`config.mk`:
```
export PLATFORM = sky130hd
export DESIGN_NAME = frp_ctrl
export DESIGN_NICKNAME = d
export VERILOG_FILES = /design/src/rtl/frp_pkg.sv /design/src/rtl/frp_ctrl.sv
export SDC_FILE = /design/constraint.sdc
export NUM_CORES = 1
export LEC_CHECK = 0
export BUFFER_PORTS_ARGS = -buffer_cell sky130_fd_sc_hd__buf_2
export CAP_MARGIN = 30
export CORE_UTILIZATION = 40
export CTS_CLUSTER_DIAMETER = 50
export CTS_CLUSTER_SIZE = 14
export DETAILED_ROUTE_END_ITERATION = 16
export GPL_ROUTABILITY_DRIVEN = 0
export SLEW_MARGIN = 20
export SYNTH_ARGS = -nofsm -noshare
export SYNTH_HDL_FRONTEND = slang
export SYNTH_SLANG_ARGS = --single-unit
export TNS_END_PERCENT = 30
```
`constraint.sdc`:
```
create_clock -name clk -period 5.21 [get_ports clk]
set_input_delay 1.042 -clock clk [delete_from_list [all_inputs] [get_ports clk]]
set_output_delay 1.042 -clock clk [all_outputs]
set_load 0.1 [all_outputs]
```
`src/rtl/frp_pkg.sv`:
```
`default_nettype none
// ----------------------------------------------------------------------------
// frp_pkg
// Shared types and constants of the first-fit row packer.
// ----------------------------------------------------------------------------
package frp_pkg;

  localparam int MAX_ROWS_DEF = 256;

  localparam logic [31:0] LEFT_RESET  = 32'd1215752191;
  localparam logic [31:0] RIGHT_RESET = 32'd0;
  localparam logic [31:0] ROW_NONE    = 32'hFFFF_FFFF;
  localparam logic [31:0] ROW_FILT    = 32'hFFFF_FFFE;

  localparam logic OP_PLACE = 1'b0;
  localparam logic OP_CLEAR = 1'b1;

  localparam logic [2:0] CFG_LEVELS      = 3'd0;
  localparam logic [2:0] CFG_VIEW_OFFSET = 3'd1;
  localparam logic [2:0] CFG_JOIN_LEFT   = 3'd2;
  localparam logic [2:0] CFG_LENGTH_MODE = 3'd3;
  localparam logic [2:0] CFG_LENGTH_CAP  = 3'd4;

  typedef struct packed {
    logic [8:0]  levels_in_use;
    logic [7:0]  view_offset;
    logic        join_left;
    logic        length_mode;
    logic [30:0] length_cap;
  } frp_cfg_t;

  typedef struct packed {
    logic signed [31:0] row;
    logic               placed;
    logic [7:0]         table_row;
  } frp_result_t;

  typedef struct packed {
    logic signed [31:0] left;
    logic signed [31:0] right;
  } frp_bounds_t;

endpackage
`default_nettype wire

```
`src/rtl/frp_ctrl.sv`:
```
`default_nettype none
// ----------------------------------------------------------------------------
// frp_ctrl
// Sequencer: clearing sweep, first-fit scan over the row table with one
// read a cycle, write-back of the widened bounds, result formation.
// ----------------------------------------------------------------------------
module frp_ctrl #(
  parameter int MAX_ROWS = frp_pkg::MAX_ROWS_DEF,
  parameter int IDX_W    = 8,
  parameter int CNT_W    = 9
) (
  input  wire logic                  clk,
  input  wire logic                  rst,
  input  wire frp_pkg::frp_cfg_t     cfg,
  input  wire logic                  in_valid,
  output logic                       in_ready,
  input  wire logic                  operation,
  input  wire logic signed [31:0]    span_start,
  input  wire logic signed [31:0]    span_end,
  input  wire logic                  filtered,
  input  wire logic [30:0]           template_length,
  output logic                       res_valid,
  output frp_pkg::frp_result_t       res,
  input  wire logic                  res_take,
  output logic                       mem_we,
  output logic [IDX_W-1:0]           mem_waddr,
  output frp_pkg::frp_bounds_t       mem_wdata,
  output logic                       mem_re,
  output logic [IDX_W-1:0]           mem_raddr,
  input  wire frp_pkg::frp_bounds_t  mem_rdata
);
  import frp_pkg::*;

  typedef enum logic [1:0] {S_CLEAR, S_IDLE, S_SCAN, S_RESULT} state_t;

  localparam logic [IDX_W-1:0] LAST_ROW = IDX_W'(MAX_ROWS - 1);

  state_t             state;
  logic [IDX_W-1:0]   clr_addr;
  logic               clr_report;
  logic [CNT_W-1:0]   scan_addr;
  logic [CNT_W-1:0]   n_lim;
  logic               pend;
  logic [IDX_W-1:0]   pend_idx;
  logic signed [31:0] s_start;
  logic signed [31:0] s_end;

  logic               accept;
  logic [CNT_W-1:0]   n_next;
  logic               fit;
  frp_bounds_t        upd;
  logic [31:0]        idx32;
  logic [31:0]        off32;
  logic [31:0]        hit_row;
  logic [30:0]        clamped;

  assign in_ready  = (state == S_IDLE);
  assign accept    = in_valid && in_ready;
  assign res_valid = (state == S_RESULT);

  assign n_next = ({23'd0, cfg.levels_in_use} > 32'(MAX_ROWS)) ?
                  CNT_W'(MAX_ROWS) : CNT_W'(cfg.levels_in_use);

  assign clamped = (template_length < cfg.length_cap) ? template_length : cfg.length_cap;

  always_comb begin
    if (cfg.join_left) begin
      fit       = s_end < mem_rdata.left;
      upd.left  = s_start;
      upd.right = (mem_rdata.right < s_end) ? s_end : mem_rdata.right;
    end else begin
      fit       = mem_rdata.right < s_start;
      upd.right = s_end;
      upd.left  = (s_start < mem_rdata.left) ? s_start : mem_rdata.left;
    end
  end

  assign idx32   = 32'(pend_idx);
  assign off32   = 32'(cfg.view_offset);
  assign hit_row = (idx32 >= off32) ? (idx32 - off32) : ROW_NONE;

  always_comb begin
    mem_re    = (state == S_SCAN) && (scan_addr < n_lim);
    mem_raddr = scan_addr[IDX_W-1:0];
    if (state == S_CLEAR) begin
      mem_we    = 1'b1;
      mem_waddr = clr_addr;
      mem_wdata = '{left: LEFT_RESET, right: RIGHT_RESET};
    end else begin
      mem_we    = (state == S_SCAN) && pend && fit;
      mem_waddr = pend_idx;
      mem_wdata = upd;
    end
  end

  always_ff @(posedge clk) begin
    if (rst) begin
      state      <= S_CLEAR;
      clr_addr   <= '0;
      clr_report <= 1'b0;
      pend       <= 1'b0;
    end else begin
      case (state)
        S_CLEAR: begin
          if (clr_addr == LAST_ROW) begin
            res   <= '{row: ROW_NONE, placed: 1'b0, table_row: 8'd0};
            state <= clr_report ? S_RESULT : S_IDLE;
          end else begin
            clr_addr <= clr_addr + 1'b1;
          end
        end
        S_IDLE: begin
          if (accept) begin
            s_start   <= span_start;
            s_end     <= span_end;
            n_lim     <= n_next;
            scan_addr <= '0;
            pend      <= 1'b0;
            if (operation == OP_CLEAR) begin
              clr_addr   <= '0;
              clr_report <= 1'b1;
              state      <= S_CLEAR;
            end else if (cfg.length_mode) begin
              res   <= '{row: {1'b0, clamped}, placed: 1'b0, table_row: 8'd0};
              state <= S_RESULT;
            end else if (filtered) begin
              res   <= '{row: ROW_FILT, placed: 1'b0, table_row: 8'd0};
              state <= S_RESULT;
            end else if (n_next == '0) begin
              res   <= '{row: ROW_NONE, placed: 1'b0, table_row: 8'd0};
              state <= S_RESULT;
            end else begin
              res   <= '{row: ROW_NONE, placed: 1'b0, table_row: 8'd0};
              state <= S_SCAN;
            end
          end
        end
        S_SCAN: begin
          if (mem_re) begin
            scan_addr <= scan_addr + 1'b1;
            pend_idx  <= scan_addr[IDX_W-1:0];
          end
          pend <= mem_re;
          if (pend && fit) begin
            res   <= '{row: hit_row, placed: 1'b1, table_row: idx32[7:0]};
            state <= S_RESULT;
          end else if (pend && !mem_re) begin
            state <= S_RESULT;
          end
        end
        S_RESULT: begin
          if (res_take) begin
            state <= S_IDLE;
          end
        end
        default: begin
          state <= S_IDLE;
        end
      endcase
    end
  end

endmodule
`default_nettype wire

```
# After elaboration in Yosys (flattened, before gate mapping)

Cells that the tools add are included.

Register bits: 143
Bits of input ports: 215
Output and inout bits: 125
Logic and storage cells: 94

Add/sub/neg operators: 3
Order comparisons: 8
Equal/unequal tests: 13
Mux-type cells: 37
Bitwise logic cells: 1
Reductions and logical operators: 20

Operators by type and width:

| cell                                          | count |
|---|---|
| two-way mux 41 bit                            | 5 |
| less-than comparator 32 bit                   | 4 |
| two-way mux 64 bit                            | 2 |
| case mux 41 bit (3 select lines)              | 1 |
| two-way mux 32 bit                            | 3 |
| two-way mux 8 bit                             | 4 |
| less-than comparator 31 bit                   | 1 |
| two-way mux 31 bit                            | 1 |
| two-way mux 9 bit                             | 3 |
| case mux 9 bit (2 select lines)               | 1 |
| case mux 8 bit (2 select lines)               | 1 |
| two-way mux 2 bit                             | 7 |
| AND reduction 4 bit                           | 3 |
| two-way mux 10 bit                            | 1 |
| != test 2 x 1 -> 1 bit, second input constant | 5 |
| adder 9 x 1 -> 9 bit, second input constant   | 1 |
| > comparator 9 bit, second input constant     | 1 |
| zero test 9 bit                               | 1 |
| less-than comparator 9 bit                    | 1 |
| AND reduction 3 bit                           | 3 |
| subtractor 8 x 8 -> 9 bit                     | 1 |
| adder 8 x 1 -> 8 bit, second input constant   | 1 |
| == test 8 bit, second input constant          | 1 |
| greater-or-equal comparator 8 bit             | 1 |
| 15 further kinds                              | 29 |

# Logic depth before layout (Yosys ltp)

Word-level depth: 9
Mapped depth: 14
Mapped depth without buffers: 12

# Worst setup path before layout

No wires, ideal clock.

Path type: input port to output port
Start point: input mem_rdata[15] (netlist bit)
End point: output mem_wdata[10] (netlist bit)
Data arrival time: 4,608 ps
Data required time: 4,168 ps
Path slack: -440 ps
Stages on the path: 10
Path buffers: 1
Cell sequence: ha_1 > nand4_1 > nor2_1 > o2111ai_1 > o221ai_1 > a221oi_1 > or4_1 > a21oi_1 > buf_4 > mux2i_1

RTL lines:

| what            | line           | source |
|---|---|---|
| start, declared | frp_ctrl.sv:30 | `input wire frp_pkg::frp_bounds_t mem_rdata` |
| end, declared   | frp_ctrl.sv:27 | `output frp_pkg::frp_bounds_t mem_wdata,` |

==> flow_summary.json <==
{
  "outcome": "completed",
  "number_of_clock_sinks": 143,
  "path_clk_slew_ns": 0.07,
  "fmaxAchievable_mhz": 198,
  "cts_max_level": 4,
  "ant_nets": 0,
  "cts_buffers": 17,
  "timing.final.setup_violations": 0,
  "post-cts-setup-buffer-count": 0,
  "antenna_found_initial": 11,
  "mappedNetlistArea_sq_um": 11100,
  "synthCells": 1157,
  "synth-seq-area-share": 0.376,
  "drt-vias-per-instance": 5.22,
  "holdCritPathClass": "flip-flop to flip-flop",
  "crit_path_top_delay_cell": "sky130_fd_sc_hd__or4_1",
  "die-height_um": 169,
  "synth.area.top_cells": "sky130_fd_sc_hd__edfxtp_1, sky130_fd_sc_hd__ha_1, sky130_fd_sc_hd__mux2i_1",
  "synth_top_area_cell": "sky130_fd_sc_hd__edfxtp_1",
  "post_synth.cell_area_avg_sq_um": 9.60,
  "die_width_um": 169,
  "synth.top_cells.by_count": "sky130_fd_sc_hd__ha_1, sky130_fd_sc_hd__inv_1, sky130_fd_sc_hd__edfxtp_1, sky130_fd_sc_hd__nand2_1",
  "dr.pass1.iters": 6,
  "detailed_place_hpwl_um": 28400,
  "worst_ir_drop_vdd_mv": 0.230,
  "final_setup_margin_ns": 0.147,
  "yosys_register_bits": 143,
  "drive_above_1_share": 0.278,
  "critical_path_required_time_ns": 4.17,
  "grt_overflow": 0,
  "detail_route.wirelength_um": 34800,
  "synth_top_cell_area_share": 0.354,
  "maxCapViolCount": 0,
  "critical_path.startpoint_type": "primary input",
  "layout.nets": 1878,
  "cts.repair.resized": 0,
  "r2r_start": "s_end[1]$_DFFE_PP_",
  "power-per-cell-area_nw_per_um2": 318,
  "syn_to_final_growth_pct": 32.6,
  "ff2ff_path_depth": 10,
  "tritoncts": "yes",
  "setup_slack_placement_ns": 0.110,
  "shortest_clock_period_the_worst_path_allows_after_layout_ns": 5.06,
  "clock_skew_ns": 0.0160,
  "worst-slew-pin-transition_ns": 0.898,
  "drt_iter0_drc": 604,
  "period_share": 0.972,
  "grt_first_pass_wirelength_um": 53300,
  "first_global_vias": 9715,
  "worst_path_largest_cell_delay_ns": 0.61,
  "regToRegSetupSlack_ns": 1.90,
  "vias": 9793,
  "yosys_most_used_dff": "sky130_fd_sc_hd__edfxtp_1",
  "mappedNetlistNets": 1549,
  "floorplan.initialDensity": 0.410,
  "post-route-drc-count": 0,
  "crit_arrival_ns": 4.02,
  "global_route_total_usage_across_every_layer": 0.244,
  "setup_total_negative_slack_ns": 0,
  "critical_r2r_capture": "res[27]$_DFFE_PP_",
  "port_buffers": 339,
  "cts_hold_buffers": 0,
  "route.detailed.wl_per_inst_um": 18.6,
  "cell_with_the_most_instances_after_synthesis": "sky130_fd_sc_hd__ha_1",
  "synthDistinctLibCells": 59,
  "report.final.hold_viol_count": 0,
  "cp_max_fo": 11,
  "unrepaired_setup_endpoints_after_global_routing": "yes",
  "synth_edf_count": 131,
  "fp.coreArea_sq_um": 27100,
  "async_reset_ff_frac": 0,
  "row_count": 60,
  "cellLeakagePower_uw": 0.00687,
  "drv_slew": 0,
  "worst_skew_pair.late_latency_ns": 0.43,
  "max_slew_margin": 0.399,
  "ioPinCount": 340,
  "synthesis.yosys.warnings": 0,
  "worstSetupStartpoint": "mem_rdata[14]",
  "max-clock-path-buffers": 2,
  "largest_net_degree_at_the_start_of_global_routing": 42,
  "die_area_sq_um": 28400,
  "setup.worst_path.end": "mem_wdata[17]",
  "ctsRootBufferMaster": "sky130_fd_sc_hd__clkbuf_16",
  "sort_of_element_at_the_end_of_the_critical_path": "primary output",
  "critical_path.cell_chain": "buf_2 > ha_1 > nand4_1 > nor2_1 > o2111ai_1 > o221ai_2 > a221oi_1 > or4_1 > a21oi_4 > buf_6 > mux2i_1 > buf_12",
  "timing.setup.critical_path_class": "primary input to primary output"
}
-- kinds of logic (layout without fill, tap and decap cells) --
kind of cell	Yosys count	after routing	synth area share
mux	82	82	0.0747
other cells	0	6	0
buf+inv	205	547	0.0731
simple gates	292	292	0.125
fa+ha+maj	177	177	0.200
xor+xnor	16	16	0.0126
compound gates	242	242	0.139
flops	143	143	0.376
-- layout make-up --
| type | count | area, sq um |
|---|---|---|
| tap | 372 | 465 |
| multi-input combinational | 809 | 6220 |
| sequential | 143 | 4170 |
| antenna | 6 | 15.0 |
| inverter | 159 | 597 |
| clock buffer | 17 | 425 |
| timing repair buffer | 356 | 2660 |
| fill | 2450 | 12400 |
| clock inverter | 15 | 174 |
-- sequential cells by signal (all words and copies together), names as in the netlist --
name,flops
res,41
s_end,32
s_start,32
n_lim,9
scan_addr,9
clr_addr,8
pend_idx,8
state,2
clr_report,1
pend,1
-- cell usage in the layout (no fill, tap or decap), types with 5 or more instances in the layout --
master,n
sky130_fd_sc_hd__buf_2,289
sky130_fd_sc_hd__ha_1,176
sky130_fd_sc_hd__inv_1,157
sky130_fd_sc_hd__edfxtp_1,131
sky130_fd_sc_hd__nand2_1,120
sky130_fd_sc_hd__a21oi_1,74
sky130_fd_sc_hd__mux2i_1,69
sky130_fd_sc_hd__buf_12,55
sky130_fd_sc_hd__nor2_1,52
sky130_fd_sc_hd__o21ai_0,38
sky130_fd_sc_hd__a21o_1,36
sky130_fd_sc_hd__nand4_1,29
sky130_fd_sc_hd__o211ai_1,29
sky130_fd_sc_hd__nand3_1,20
sky130_fd_sc_hd__clkbuf_16,17
sky130_fd_sc_hd__nor2b_1,15
sky130_fd_sc_hd__nand2b_1,13
sky130_fd_sc_hd__a211oi_1,12
sky130_fd_sc_hd__dfxtp_1,12
sky130_fd_sc_hd__and3_1,11
sky130_fd_sc_hd__buf_4,10
sky130_fd_sc_hd__o21a_1,9
sky130_fd_sc_hd__xor2_1,9
sky130_fd_sc_hd__nor3_1,7
sky130_fd_sc_hd__xnor2_1,7
sky130_fd_sc_hd__mux2_2,7
sky130_fd_sc_hd__diode_2,6
sky130_fd_sc_hd__mux2i_2,6
sky130_fd_sc_hd__or3_1,5
sky130_fd_sc_hd__a31oi_1,5
sky130_fd_sc_hd__a221oi_1,5
sky130_fd_sc_hd__o21ai_1,5
sky130_fd_sc_hd__inv_6,5
-- per-layer routing --
layer  global-route usage  vias to the layer above  part of all wire
met1                0.297                     4612              0.42
met3               0.0554                       45             0.063
met2                0.426                      316              0.50
met4               0.0794                        6             0.020
li1                     -                     4814                 -
met5                    0                        -            0.0013
-- report_power, final --
group          switching, uW  internal, uW
logic                   1420           588
registers               41.5          1350
clock network            564           724
total                   2030          2660
-- worst min-delay path by stage --
stage	start	cells after the start	slack (ns)	endpoint
final	clr_report$_SDFFE_PP0P_	2	0.48	clr_report$_SDFFE_PP0P_
after CTS	clr_report$_SDFFE_PP0P_	2	0.48	clr_report$_SDFFE_PP0P_
after global routing	clr_report$_SDFFE_PP0P_	2	0.52	clr_report$_SDFFE_PP0P_
after global placement	clr_report$_SDFFE_PP0P_	2	0.46	clr_report$_SDFFE_PP0P_
after detailed placement	clr_report$_SDFFE_PP0P_	2	0.47	clr_report$_SDFFE_PP0P_
after floorplan	clr_report$_SDFFE_PP0P_	2	0.45	clr_report$_SDFFE_PP0P_
-- stage by stage --
step | utilization | power, uW | area (sq um) | hold WS [ns] | cells
floorplan | - | 2800 | 11100 | 0.446 | 1157
global placement | 0.518 | 3390 | 14000 | 0.459 | 1837
detailed placement | 0.519 | 3420 | 14100 | 0.466 | 1839
CTS | 0.542 | 4700 | 14700 | 0.476 | 1871
global route | 0.543 | 4870 | 14700 | 0.516 | 1877
finish | 0.543 | 4690 | 14700 | 0.476 | 1877
-- worst max-delay path, delay by kind of cell --
kind	cells	cell delay [ns]
simple gates	3	1.01
buf+inv	3	0.57
compound gates	4	0.78
fa+ha+maj	1	0.29
mux	1	0.31
Power figures use the tool's default switching activity.
